===== config.mk =====
export PLATFORM = sky130hd
export DESIGN_NAME = base24_key_symbol_decoder
export DESIGN_NICKNAME = d
export VERILOG_FILES = /design/src/design/kbd_pkg.sv /design/src/design/kbd_byte_ram.sv /design/src/design/kbd_digit_div.sv /design/src/design/base24_key_symbol_decoder.sv
export SDC_FILE = /design/constraint.sdc
export NUM_CORES = 1
export LEC_CHECK = 0
export ABC_AREA = 0
export BUFFER_PORTS_ARGS = -buffer_cell sky130_fd_sc_hd__buf_2
export CORE_MARGIN = 2
export CORE_UTILIZATION = 55
export CTS_CLUSTER_DIAMETER = 50
export DETAILED_ROUTE_END_ITERATION = 8
export PLACE_DENSITY = 0.82
export SETUP_SLACK_MARGIN = 0.2
export SLEW_MARGIN = 20
export SYNTH_ARGS = -nofsm -noshare
export SYNTH_HDL_FRONTEND = slang
export SYNTH_SLANG_ARGS = --single-unit
export TNS_END_PERCENT = 20

===== constraint.sdc =====
create_clock -name clk -period 6.8 [get_ports clk]
set_input_delay 1.36 -clock clk [delete_from_list [all_inputs] [get_ports clk]]
set_output_delay 1.36 -clock clk [all_outputs]
set_load 0.005 [all_outputs]

===== src/design/kbd_pkg.sv =====
package kbd_pkg;

  // radix of the key text and the grouping of symbols between dashes
  localparam int unsigned RADIX     = 24;
  localparam int unsigned GROUP_LEN = 5;
  localparam logic [7:0]  DASH_CHAR = 8'h2D;

  // reciprocal of 3 scaled by 2^11, exact for dividends below 768
  localparam logic [9:0]  RECIP_3   = 10'd683;
  localparam int unsigned RECIP_SH  = 11;

  typedef logic [4:0] digit_t;

  // controls from the sequencer to the digit divider
  typedef struct packed {
    logic clear;
    logic step;
  } div_ctrl_t;

  // base-24 digit to ascii letter of the key alphabet
  function automatic logic [7:0] digit_char(input digit_t d);
    logic [7:0] c;
    case (d)
      5'd0:    c = "B";
      5'd1:    c = "C";
      5'd2:    c = "D";
      5'd3:    c = "F";
      5'd4:    c = "G";
      5'd5:    c = "H";
      5'd6:    c = "J";
      5'd7:    c = "K";
      5'd8:    c = "M";
      5'd9:    c = "P";
      5'd10:   c = "Q";
      5'd11:   c = "R";
      5'd12:   c = "T";
      5'd13:   c = "V";
      5'd14:   c = "W";
      5'd15:   c = "X";
      5'd16:   c = "Y";
      5'd17:   c = "2";
      5'd18:   c = "3";
      5'd19:   c = "4";
      5'd20:   c = "6";
      5'd21:   c = "7";
      5'd22:   c = "8";
      5'd23:   c = "9";
      default: c = "B";
    endcase
    return c;
  endfunction

endpackage


===== src/design/kbd_byte_ram.sv =====
module kbd_byte_ram #(
  parameter int DEPTH  = 15,
  parameter int ADDR_W = 4
) (
  input  logic              clk,
  input  logic              we,
  input  logic [ADDR_W-1:0] waddr,
  input  logic [7:0]        wdata,
  input  logic [ADDR_W-1:0] raddr,
  output logic [7:0]        rdata
);

  logic [7:0] mem [DEPTH];

  // one write port, one registered read port
  always_ff @(posedge clk) begin
    if (we) begin
      mem[waddr] <= wdata;
    end
    rdata <= mem[raddr];
  end

endmodule


===== src/design/kbd_digit_div.sv =====
module kbd_digit_div (
  input  logic              clk,
  input  kbd_pkg::div_ctrl_t ctrl,
  input  logic [7:0]        digit,
  output logic [7:0]        quot,
  output kbd_pkg::digit_t   rem
);
  import kbd_pkg::*;

  logic [12:0] acc;
  logic [9:0]  acc_div8;
  logic [19:0] prod;
  logic [12:0] quot_x24;
  logic [12:0] rem_full;

  // one byte of the long division by 24: acc / 24 = (acc / 8) / 3
  assign acc      = {rem, digit};
  assign acc_div8 = acc[12:3];
  assign prod     = acc_div8 * RECIP_3;
  assign quot     = prod[RECIP_SH +: 8];
  assign quot_x24 = {1'b0, quot, 4'b0} + {2'b0, quot, 3'b0};
  assign rem_full = acc - quot_x24;

  // running remainder carried from byte to byte
  always_ff @(posedge clk) begin
    if (ctrl.clear) begin
      rem <= '0;
    end else if (ctrl.step) begin
      rem <= rem_full[4:0];
    end
  end

endmodule


===== src/design/base24_key_symbol_decoder.sv =====
// Takes a key one byte per transaction, least significant byte first, and on
// the transaction with tlast set decodes the stored KEY_BYTE_COUNT-byte
// little-endian number into SYMBOL_COUNT base-24 letters, sent highest text
// position first with a dash after every fifth letter; tlast on the output
// marks position 0. Bytes beyond KEY_BYTE_COUNT are dropped; a short key
// reuses the upper bytes left by the previous decode. Each letter comes from
// a long division by 24 that walks the key store top byte first, each byte
// with a registered ram read and then a divide and write back; the letter
// and each dash are sent as soon as the output is free. No input is taken
// while a key is being decoded.
module base24_key_symbol_decoder #(
  parameter int KEY_BYTE_COUNT = 15,
  parameter int SYMBOL_COUNT   = 25
) (
  input  logic        clk,
  input  logic        rst,
  input  logic        s_tvalid,
  output logic        s_tready,
  input  logic [7:0]  s_tdata,  // key_byte[7:0]
  input  logic        s_tlast,  // final_byte
  output logic        m_tvalid,
  input  logic        m_tready,
  output logic [15:0] m_tdata,  // key_char[7:0], char_position[12:8], zero[15:13]
  output logic        m_tlast   // end_of_text
);
  import kbd_pkg::*;

  localparam int TOTAL_CHARS = SYMBOL_COUNT + (SYMBOL_COUNT - 1) / GROUP_LEN;
  localparam int POS_W  = (TOTAL_CHARS > 1) ? $clog2(TOTAL_CHARS) : 1;
  localparam int SYM_W  = (SYMBOL_COUNT > 1) ? $clog2(SYMBOL_COUNT) : 1;
  localparam int KIDX_W = (KEY_BYTE_COUNT > 1) ? $clog2(KEY_BYTE_COUNT) : 1;
  localparam int CNT_W  = $clog2(KEY_BYTE_COUNT + 1);
  localparam int GRP_INIT = (SYMBOL_COUNT - 1) % GROUP_LEN;

  localparam logic [2:0] ST_IDLE = 3'd0;
  localparam logic [2:0] ST_RD   = 3'd1;
  localparam logic [2:0] ST_CALC = 3'd2;
  localparam logic [2:0] ST_EMIT = 3'd3;
  localparam logic [2:0] ST_DASH = 3'd4;

  logic [2:0]        state;
  logic [CNT_W-1:0]  loaded;
  logic [KIDX_W-1:0] idx;
  logic [SYM_W-1:0]  sym;
  logic [2:0]        grp;
  logic [POS_W-1:0]  pos;
  logic [POS_W+4:0]  pos_ext;

  logic [7:0]        out_char;
  logic [4:0]        out_pos;

  logic              s_acc;
  logic              out_free;
  logic              room;
  logic              ram_we;
  logic [KIDX_W-1:0] ram_waddr;
  logic [7:0]        ram_wdata;
  logic [7:0]        ram_rdata;
  logic [7:0]        quot;
  digit_t            rem;
  div_ctrl_t         div_ctrl;

  assign s_tready = (state == ST_IDLE);
  assign s_acc    = s_tvalid && s_tready;
  assign out_free = !m_tvalid || m_tready;
  assign room     = loaded < CNT_W'(KEY_BYTE_COUNT);
  assign pos_ext  = {5'b0, pos};

  // store write: key bytes while loading, quotient bytes while dividing
  always_comb begin
    if (state == ST_CALC) begin
      ram_we    = 1'b1;
      ram_waddr = idx;
      ram_wdata = quot;
    end else begin
      ram_we    = s_acc && room;
      ram_waddr = loaded[KIDX_W-1:0];
      ram_wdata = s_tdata;
    end
  end

  // divider controls: fresh remainder at the start of every letter
  always_comb begin
    div_ctrl.step  = (state == ST_CALC);
    div_ctrl.clear = (s_acc && s_tlast) ||
                     (state == ST_EMIT && out_free) ||
                     (state == ST_DASH && out_free);
  end

  kbd_byte_ram #(
    .DEPTH  (KEY_BYTE_COUNT),
    .ADDR_W (KIDX_W)
  ) u_ram (
    .clk   (clk),
    .we    (ram_we),
    .waddr (ram_waddr),
    .wdata (ram_wdata),
    .raddr (idx),
    .rdata (ram_rdata)
  );

  kbd_digit_div u_div (
    .clk   (clk),
    .ctrl  (div_ctrl),
    .digit (ram_rdata),
    .quot  (quot),
    .rem   (rem)
  );

  // sequencer: load bytes, then one division pass per letter
  always_ff @(posedge clk) begin
    if (rst) begin
      state  <= ST_IDLE;
      loaded <= '0;
      idx    <= '0;
      sym    <= '0;
      grp    <= '0;
      pos    <= '0;
    end else begin
      case (state)
        ST_IDLE: begin
          if (s_acc) begin
            if (s_tlast) begin
              loaded <= '0;
              idx    <= KIDX_W'(KEY_BYTE_COUNT - 1);
              sym    <= SYM_W'(SYMBOL_COUNT - 1);
              grp    <= 3'(GRP_INIT);
              pos    <= POS_W'(TOTAL_CHARS - 1);
              state  <= ST_RD;
            end else if (room) begin
              loaded <= loaded + 1'b1;
            end
          end
        end
        ST_RD: begin
          state <= ST_CALC;
        end
        ST_CALC: begin
          if (idx == '0) begin
            state <= ST_EMIT;
          end else begin
            idx   <= idx - 1'b1;
            state <= ST_RD;
          end
        end
        ST_EMIT: begin
          if (out_free) begin
            pos <= pos - 1'b1;
            if (sym == '0) begin
              state <= ST_IDLE;
            end else if (grp == '0) begin
              state <= ST_DASH;
            end else begin
              sym   <= sym - 1'b1;
              grp   <= grp - 1'b1;
              idx   <= KIDX_W'(KEY_BYTE_COUNT - 1);
              state <= ST_RD;
            end
          end
        end
        ST_DASH: begin
          if (out_free) begin
            pos   <= pos - 1'b1;
            sym   <= sym - 1'b1;
            grp   <= 3'(GROUP_LEN - 1);
            idx   <= KIDX_W'(KEY_BYTE_COUNT - 1);
            state <= ST_RD;
          end
        end
        default: begin
          state <= ST_IDLE;
        end
      endcase
    end
  end

  // output register: holds one character until the transaction completes
  always_ff @(posedge clk) begin
    if (rst) begin
      m_tvalid <= 1'b0;
    end else if (out_free) begin
      m_tvalid <= (state == ST_EMIT) || (state == ST_DASH);
    end
  end

  always_ff @(posedge clk) begin
    if (out_free && (state == ST_EMIT || state == ST_DASH)) begin
      out_char <= (state == ST_EMIT) ? digit_char(rem) : DASH_CHAR;
      out_pos  <= pos_ext[4:0];
      m_tlast  <= (pos == '0);
    end
  end

  assign m_tdata = {3'b0, out_pos, out_char};

endmodule


======== After elaboration in Yosys (flattened, before gate mapping) ========
Memory sizes are Yosys's and may differ from the RTL's. A register that Yosys moved wholly into a read port is not among the register bits.
Index checks and enable logic that the tools add are counted.
operators by class
  add/subtract/negate cells ............... 7
  multiply operators ...................... 1
  magnitude comparators ................... 1
  equal/unequal tests ..................... 12
  mux-type cells .......................... 41
  reductions and logical operators ........ 27
operators by type and width
  operator                number
  $mux 5                  9
  $mux 4                  10
  $mux 3                  12
  $mul 10x10->19 const B  1
  $pmux 4 s4              1
  $pmux 3 s5              1
  $pmux 5 s3              1
  $logic_not 5->1         2
  $ne 2x2->1 const B      5
  $pmux 5 s2              1
  $sub 5x1->5 const B     2
  $pmux 3 s3              1
  $mux 8                  1
  $reduce_and 4->1        2
  $reduce_and 8->1        1
  $reduce_and 7->1        1
  $eq 3x2->1 const B      2
  $logic_and 1x1->1       6
  $logic_not 3->1         2
  $ne 2x1->1 const B      3
  $add 5x5->5             1
  $sub 5x5->5             1
  $add 4x1->4 const B     1
  $logic_not 4->1         1
  other kinds (14)        21
word-level totals
  bits in registers ....................... 44
  bits in writable memories ............... 120
  memory bits (read-only) ................. 224
  bits of input ports ..................... 13
  word-level logic and storage cells ...... 102
  memories kept ........................... 2
memories
  name              depth  bits a word  rd ports  clocked after memory_dff  wr ports  RTL line            source
  (name not given)  32     7            1         1                         0         kbd_pkg.sv:23       case (d)
  u_ram.mem         15     8            1         1                         1         kbd_byte_ram.sv:13  logic [7:0] mem [DEPTH];

======== Longest topological paths before layout ========
Gate-level depths: netlist (run 1).
  word-level depth ........................ 6
  gate-level depth with buffers ........... 19

======== Modules after synthesis ========
From an unflattened synthesis (run 1), not the netlist that was laid out.
unflattened totals
  cell total of the unflattened synthesis .. 694
  area total of the unflattened synthesis .. 9350.2 sq um
modules (own cells, without submodules)
  module                     times used  cells an instance  area an instance (sq um)  sequential area each (sq um)
  kbd_byte_ram               1           229                4865.9                    3763.6
  base24_key_symbol_decoder  1           254                2508.7                    890.9
  kbd_digit_div              1           211                1975.6                    100.1

======== Worst setup path before layout (run 1) ========
No wires, ideal clock.
  path kind ............................... register to register
  start ................................... reg u_div.rem[0]
  end ..................................... reg u_div.rem[4]
  data arrival time ....................... 5.351 ns
  data required time ...................... 6.683 ns
  setup slack ............................. 1.332 ns
  cell stages (with the launch flop) ...... 20
  cell sequence ........................... dfxtp_1 > ha_1 > ha_1 > fa_1 > fa_1 > inv_1 > fa_1 > inv_1 > ha_1 > a21o_1 > a21o_1 > a221o_1 > or3_1 > ha_1 > xnor2_1 > nand3b_1 > or4_1 > and3_1 > a21oi_1 > and4b_1
on the way
  cells in the longest elaborated chain, start to end .. 3
RTL lines
  element                 RTL line             source
  from (decl)             kbd_digit_div.sv:6   output kbd_pkg::digit_t rem
  from (signal assigned)  kbd_digit_div.sv:29  rem <= rem_full[4:0];
  $mul 10x10->19          kbd_digit_div.sv:19  assign prod = acc_div8 * RECIP_3;
  $add 5x5->5             kbd_digit_div.sv:21  assign quot_x24 = {1'b0, quot, 4'b0} + {2'b0, quot, 3'b0};
  $sub 5x5->5             kbd_digit_div.sv:22  assign rem_full = acc - quot_x24;
No other way between the ends.
A chain may end at the register's enable or synchronous reset.

======== Final worst setup path (run 1) ========
  start ................................... reg u_div.rem[2]
  end ..................................... reg u_div.rem[4]
Same word-level chain as after synthesis.

==> results of run 1 <==
-- Yosys cell counts (all sizes together), types with 3 or more instances --
cell	instances	area share, %
edfxtp	133	44
ha	76	10
inv	63	2.6
nand2	46	1.9
nor2	42	1.7
dfxtp	38	8.3
mux4	33	8.1
a21oi	32	1.7
o21ai	28	1.6
fa	21	4.6
clkbuf	17	0.70
nand3	16	0.87
nor3	14	0.77
mux2i	13	1.4
buf	12	0.74
a31oi	11	0.75
xor2	11	1.1
or3	10	0.70
o211ai	9	0.74
xnor2	7	0.67
and3	6	0.41
nor2b	6	0.41
nor3b	6	0.55
nand4	5	0.34
nor4b	5	0.55
a211oi	4	0.33
o21a	4	0.33
a21o	3	0.25
nand2b	3	0.20
nand3b	3	0.25
-- cell usage in the layout (no fill, tap or decap), types with 9 or more instances in the layout --
cell / count
a21oi_1: 32
a31oi_1: 11
buf_2: 27
clkbuf_16: 17
dfxtp_1: 37
edfxtp_1: 133
fa_1: 21
ha_1: 76
inv_1: 62
mux2i_1: 13
mux4_2: 33
nand2_1: 46
nand3_1: 16
nor2_1: 40
nor3_1: 14
o211ai_1: 9
o21ai_0: 27
or3_1: 9
xor2_1: 11
-- through the flow --
stage | utilization [%] | total power (W) | cells
finish | 61.4 | 0.00502 | 973
CTS | 61.3 | 0.00499 | 973
global placement | 58.0 | 0.00392 | 941
floorplan | - | 0.00343 | 715
detailed placement | 58.0 | 0.00408 | 941
global route | 61.4 | 0.00542 | 973
-- power groups by stage --
stage	combinational [W]	sequential [W]	clock [W]
2_1_floorplan	0.00216	0.00127	0
5_1_grt	0.00318	0.00128	0.000958
3_5_place_dp	0.00278	0.00130	0
3_3_place_gp	0.00263	0.00129	0
4_1_cts	0.00281	0.00128	0.000913
6_report	0.00285	0.00128	0.000901
-- cell families after synthesis --
group	Yosys count	synth area share, %
compound gates	114	8.24
xor+xnor	18	1.72
fa+ha+maj	97	15.0
buf+inv	93	4.06
flops	171	51.9
mux	46	9.54
other cells	1	0.0409
simple gates	172	9.52
-- how the worst max path moves through the flow --
stage                              start                   endpoint  slack, ns  depth (start not counted)
2_1_floorplan  u_div.rem[0]$_SDFFE_PP0N_  u_div.rem[4]$_SDFFE_PP0N_       1.33                         19
3_3_place_gp   u_div.rem[2]$_SDFFE_PP0N_  u_div.rem[4]$_SDFFE_PP0N_       1.09                         19
3_5_place_dp   u_div.rem[2]$_SDFFE_PP0N_  u_div.rem[4]$_SDFFE_PP0N_       0.90                         19
4_1_cts        u_div.rem[2]$_SDFFE_PP0N_  u_div.rem[4]$_SDFFE_PP0N_       0.90                         19
5_1_grt        u_div.rem[2]$_SDFFE_PP0N_  u_div.rem[4]$_SDFFE_PP0N_       0.57                         19
6_report       u_div.rem[2]$_SDFFE_PP0N_  u_div.rem[4]$_SDFFE_PP0N_       0.84                         19
-- registers in the layout, indices dropped and copies added (netlist names) --
name and count:
u_ram.mem 120, u_ram.rdata 8, out_char 7, out_pos 5, pos 5, sym 5, u_div.rem 5, idx 4
loaded 4, grp 3, state 3, m_tlast 1, m_tvalid 1
-- routing by layer --
layer  share of wire (%)  vias to the layer above
li1                    -                     2703
met1                  41                     2949
met2                  51                      245
met3                 5.6                       45
met4                 2.4                        0
met5                   0                        -
-- critical path: cells and delay by family, from the launching register on --
kind	cells	cell delay (ns)
and+or+nand+nor	5	1.22
xor gates and xnor gates	1	0.36
adders and majority gates	7	2.72
DFF	1	0.57
AOI/OAI and AO/OA	4	0.89
buffers and inverters	2	0.10
-- layout make-up --
type / instances / area [µm²] / area share (%)
Sequential cell: 171 / 4760 / 47.2
Timing Repair Buffer: 35 / 195 / 1.94
Inverter: 64 / 240 / 2.39
Multi-Input combinational cell: 451 / 4070 / 40.4
Clock buffer: 19 / 433 / 4.30
Clock inverter: 13 / 108 / 1.07
Tap cell: 220 / 275 / 2.73
==> impl_metrics.yaml, run 1 <==
outcome:
  outcome: "finished, final reports clean"
sta:
  relSlewSlack_pct: 29.5
  finalHoldViolCount: 0
  clock_skew_ns: 0.0176
  hold_slack_ns: 0.461
  fin_crit_sh_pct: 87.6
  fin_ws_ns: 0.841
  setup_violations: 0
  setup_tns_ns: 0
  max_slew.worst_pin.slew_ns: 1.05
  drv_slew: 0
  fin_crit_ns: 5.96
  max_freq_mhz: 168
  rsz0062_at_grt: "no"
synthesis:
  synth_warnings: 0
  synth-async-reset-ratio_pct: 0
  synth_area_um2: 9160
  synth_cell_types: 68
  syn_inst: 712
  synthFlopType: "edfxtp_1"
  synth_edf_count: 133
  ys_seq_elements: 171
  ys_seq_area_share_pct: 51.9
  avgSynthCellArea_um2: 12.9
routing:
  drc: 0
  first_iter_violations: 572
  viasPerCell: 6.11
  drt-pass1-iter-count: 6
  wl_per_cell_um: 20.1
  routed_wl_um: 19500
  vias: 5942
  final_antenna_net_count: 0
global_route:
  grt_pass1_wl_um: 31600
  use_met2_pct: 39.6
  overflow: 0
  met3_usage_pct: 5.33
  top_usage_layer: "met2"
  antenna_found_initial: 0
  met1_usage_pct: 30.0
  gr-usage-all-layers_pct: 23.3
  first_global_vias: 6005
  grt_max_degree: 46
worst_setup_path:
  setup.worst_path.start_class: "flip-flop"
  crit_fanout: 11
  crit_chain: "ha_1 > ha_1 > fa_1 > fa_1 > inv_1 > fa_1 > inv_1 > ha_1 > a21o_1 > a21o_1 > a221o_1 > or3_1 > ha_1 > xnor2_1 > nand3b_1 > or4_1 > and3_1 > a21oi_1 > and4b_1"
  crit_top_cell: "ha_1"
  rrSetupSlack_ns: 0.84
  critPathKind: "reg2reg"
  crit_path_end_kind: "flip-flop"
  required_ns: 7.13
  ff2ff_path_depth: 19
  timing.rr.end: "u_div.rem[4]$_SDFFE_PP0N_"
  r2r-start: "u_div.rem[2]$_SDFFE_PP0N_"
  cp.arrival_ns: 6.29
  max_stage_delay_ns: 0.57
  slowest_stage: "dfxtp_1"
cts:
  cts_resized: 0
  root_buffer: "clkbuf_16"
  cts_max_level: 4
  postCtsSetupBuffers: 0
  clkLatencyLatePin_ns: 0.43
  numCtsBuffers: 17
  cts_max_path_buffers: 2
  cts_tree: "built"
  cts_hold_buf: 0
  clkSlewWorstSetupHoldPaths_ns: 0.07
  cts.sinks: 171
place:
  dp_hpwl_um: 14000
  dpl_worst_slack_ns: 0.896
  port_buffers: 27
  dpl_cell_area_um2: 9520
  gp_congestion: 0.882
pwr:
  pwr-share-clk_pct: 17.9
  intPower_w: 0.00285
  p_sw_w: 0.00217
  combPwrFrac_pct: 56.6
  p_seq_share_pct: 25.4
  swShare_pct: 43.2
  max-vdd-ir-drop_uv: 713
  p_leak_nw: 3.78
  p_per_area_nw_per_um2: 499
cells_and_area:
  fillCellCount: 1167
  fin_nets: 850
  drive_above_1_share_pct: 14.9
  final_area_um2: 10100
  areaGrowthSynthToFinish_pct: 9.97
  insertedDiodeCount: 0
worst_hold_path:
  hp-class: "reg2reg"
  whs_endpoint: "grp[0]$_SDFFE_PP0P_"
  hold_path_depth: 2
  hp-start: "grp[0]$_SDFFE_PP0P_"
floorplan:
  die_area_um2: 17700
  die_w_um: 133
  initial_core_util_pct: 55.8
  die_y_um: 133
  io_pins: 32
  num_rows: 47
  core_um2: 16400
flow_run:
  cap_viol_max_count: 0
(Power assumes the default switching activity.)
==> run 2: changes to the inputs <==
==> constraint.sdc (replaced) <==
create_clock -name clk -period 7.7 [get_ports clk]
set_input_delay 1.54 -clock clk [delete_from_list [all_inputs] [get_ports clk]]
set_output_delay 1.54 -clock clk [all_outputs]
set_load 0.005 [all_outputs]
==> run 2 against run 1 <==
Die area is the same. Cell area grew 0.94%. Combinational power shrank 11%. Sequential share of layout area shrank 0.44 points. Flip-flop and latch count is the same. Largest cell class unchanged. Highest routed layer unchanged.
==> impl_metrics.yaml, run 2 (synthesis results as in run 1) <==
outcome:
  outcome: "finished, final reports clean"
sta:
  fin_crit_ns: 5.91
  setup_tns_ns: 0
  fin_crit_sh_pct: 76.7
  max_slew.worst_pin.slew_ns: 0.852
  max_freq_mhz: 169
  clock_skew_ns: 0.0132
  rsz0062_at_grt: "no"
  setup_violations: 0
  relSlewSlack_pct: 43.0
  drv_slew: 0
  finalHoldViolCount: 0
worst_setup_path:
  cp.arrival_ns: 6.24
  critPathKind: "reg2reg"
  crit_fanout: 11
  required_ns: 8.03
  setup.worst_path.start_class: "flip-flop"
  crit_path_end_kind: "flip-flop"
cts:
  numCtsBuffers: 17
  cts_hold_buf: 0
  cts_max_path_buffers: 2
  cts_max_level: 4
  clkSlewWorstSetupHoldPaths_ns: 0.08
  cts_resized: 0
  clkLatencyLatePin_ns: 0.43
  cts_tree: "built"
  cts.sinks: 171
  postCtsSetupBuffers: 0
  root_buffer: "clkbuf_16"
routing:
  first_iter_violations: 614
  route.met3.wl_um: 1050
  vias: 6005
  viasPerCell: 6.17
  wl_met1_um: 8030
  wl_met2_um: 10300
  final_antenna_net_count: 0
  routed_wl_um: 19900
  route.top_layer_used: "met4"
  drt-pass1-iter-count: 5
  wl_per_cell_um: 20.4
  drc: 0
place:
  post-place-cells: 941
  port_buffers: 27
  gp_congestion: 0.863
  dp_hpwl_um: 13800
global_route:
  grt_max_degree: 46
  antenna_found_initial: 0
  gr-usage-all-layers_pct: 23.5
  overflow: 0
  grt_pass1_wl_um: 31800
  first_global_vias: 5955
floorplan:
  num_rows: 47
  io_pins: 32
  initial_core_util_pct: 55.8
  core_um2: 16400
  die_area_um2: 17700
  die_y_um: 133
  die_w_um: 133
cells_and_area:
  largestRegisters: "u_ram.mem x120, u_ram.rdata x8, out_char x7"
  top_register: "u_ram.mem"
  mostFrequentLayoutCells: "133 x edfxtp_1, 76 x ha_1, 62 x inv_1"
  fin_nets: 851
  stdcell_count: 974
  fillCellCount: 1147
  drive_above_1_share_pct: 15.3
  insertedDiodeCount: 0
  largest_reg_flops: 120
  areaGrowthSynthToFinish_pct: 11.0
  final_common_cell: "edfxtp_1"
worst_hold_path:
  hp-class: "reg2reg"
pwr:
  p_leak_nw: 3.82
  max-vdd-ir-drop_uv: 550
  p_per_area_nw_per_um2: 450
flow_run:
  cap_viol_max_count: 0
## run 2: path summary, 6_finish.rpt
| path | cells past startpoint | start | slack, ns | endpoint |
|---|---|---|---|---|
| worst min-delay path | 2 | grp[0]$_SDFFE_PP0P_ | 0.46 | grp[0]$_SDFFE_PP0P_ |
| worst max-delay path | 19 | u_div.rem[2]$_SDFFE_PP0N_ | 1.79 | u_div.rem[4]$_SDFFE_PP0N_ |
| worst min register to register | 2 | grp[0]$_SDFFE_PP0P_ | 0.46 | grp[0]$_SDFFE_PP0P_ |
| worst max register to register | 19 | u_div.rem[2]$_SDFFE_PP0N_ | 1.79 | u_div.rem[4]$_SDFFE_PP0N_ |
## run 2: layout make-up
| class | instances | area (µm²) | area share, % |
|---|---|---|---|
| sequential | 171 | 4760 | 46.8 |
| timing repair buffer | 36 | 203 | 1.99 |
| clock buffer | 17 | 425 | 4.18 |
| inverter | 64 | 240 | 2.36 |
| multi-input combinational | 451 | 4070 | 40.0 |
| tap | 220 | 275 | 2.71 |
| clock inverter | 15 | 203 | 1.99 |
## run 2: critical path, stage by stage (launching register included)
cell	delay, ns
dfxtp_1	0.60
ha_1	0.37
ha_1	0.33
fa_1	0.47
fa_1	0.54
inv_1	0.05
fa_1	0.50
inv_1	0.04
ha_1	0.32
a21o_1	0.22
a21o_1	0.19
a221o_1	0.32
or3_1	0.32
ha_1	0.22
xnor2_1	0.32
nand3b_1	0.12
or4_1	0.39
and3_1	0.17
a21oi_1	0.13
and4b_1	0.19
## run 2: per-stage QoR
stage | area (µm²) | hold slack [ns] | worst slack [ns] | utilization (%) | power (W)
global route | 10200 | 0.476 | 1.51 | 62.0 | 0.00491
finish | 10200 | 0.460 | 1.79 | 62.0 | 0.00458
global placement | 9520 | 0.438 | 1.97 | 58.0 | 0.00346
floorplan | 9170 | 0.417 | 2.23 | - | 0.00303
CTS | 10100 | 0.457 | 1.84 | 61.8 | 0.00454
detailed placement | 9520 | 0.447 | 1.83 | 58.0 | 0.00361
## run 2: metal layers
metal	vias up	track usage, %
li1	2709	-
met1	3009	30.1
met2	247	40.6
met3	40	4.06
met4	0	8.54
met5	-	0
## run 2: power by group
group | internal [W] | switching (W)
combinational | 0.00103 | 0.00151
clock | 0.000523 | 0.000390
sequential | 0.00107 | 0.0000547
total | 0.00262 | 0.00195
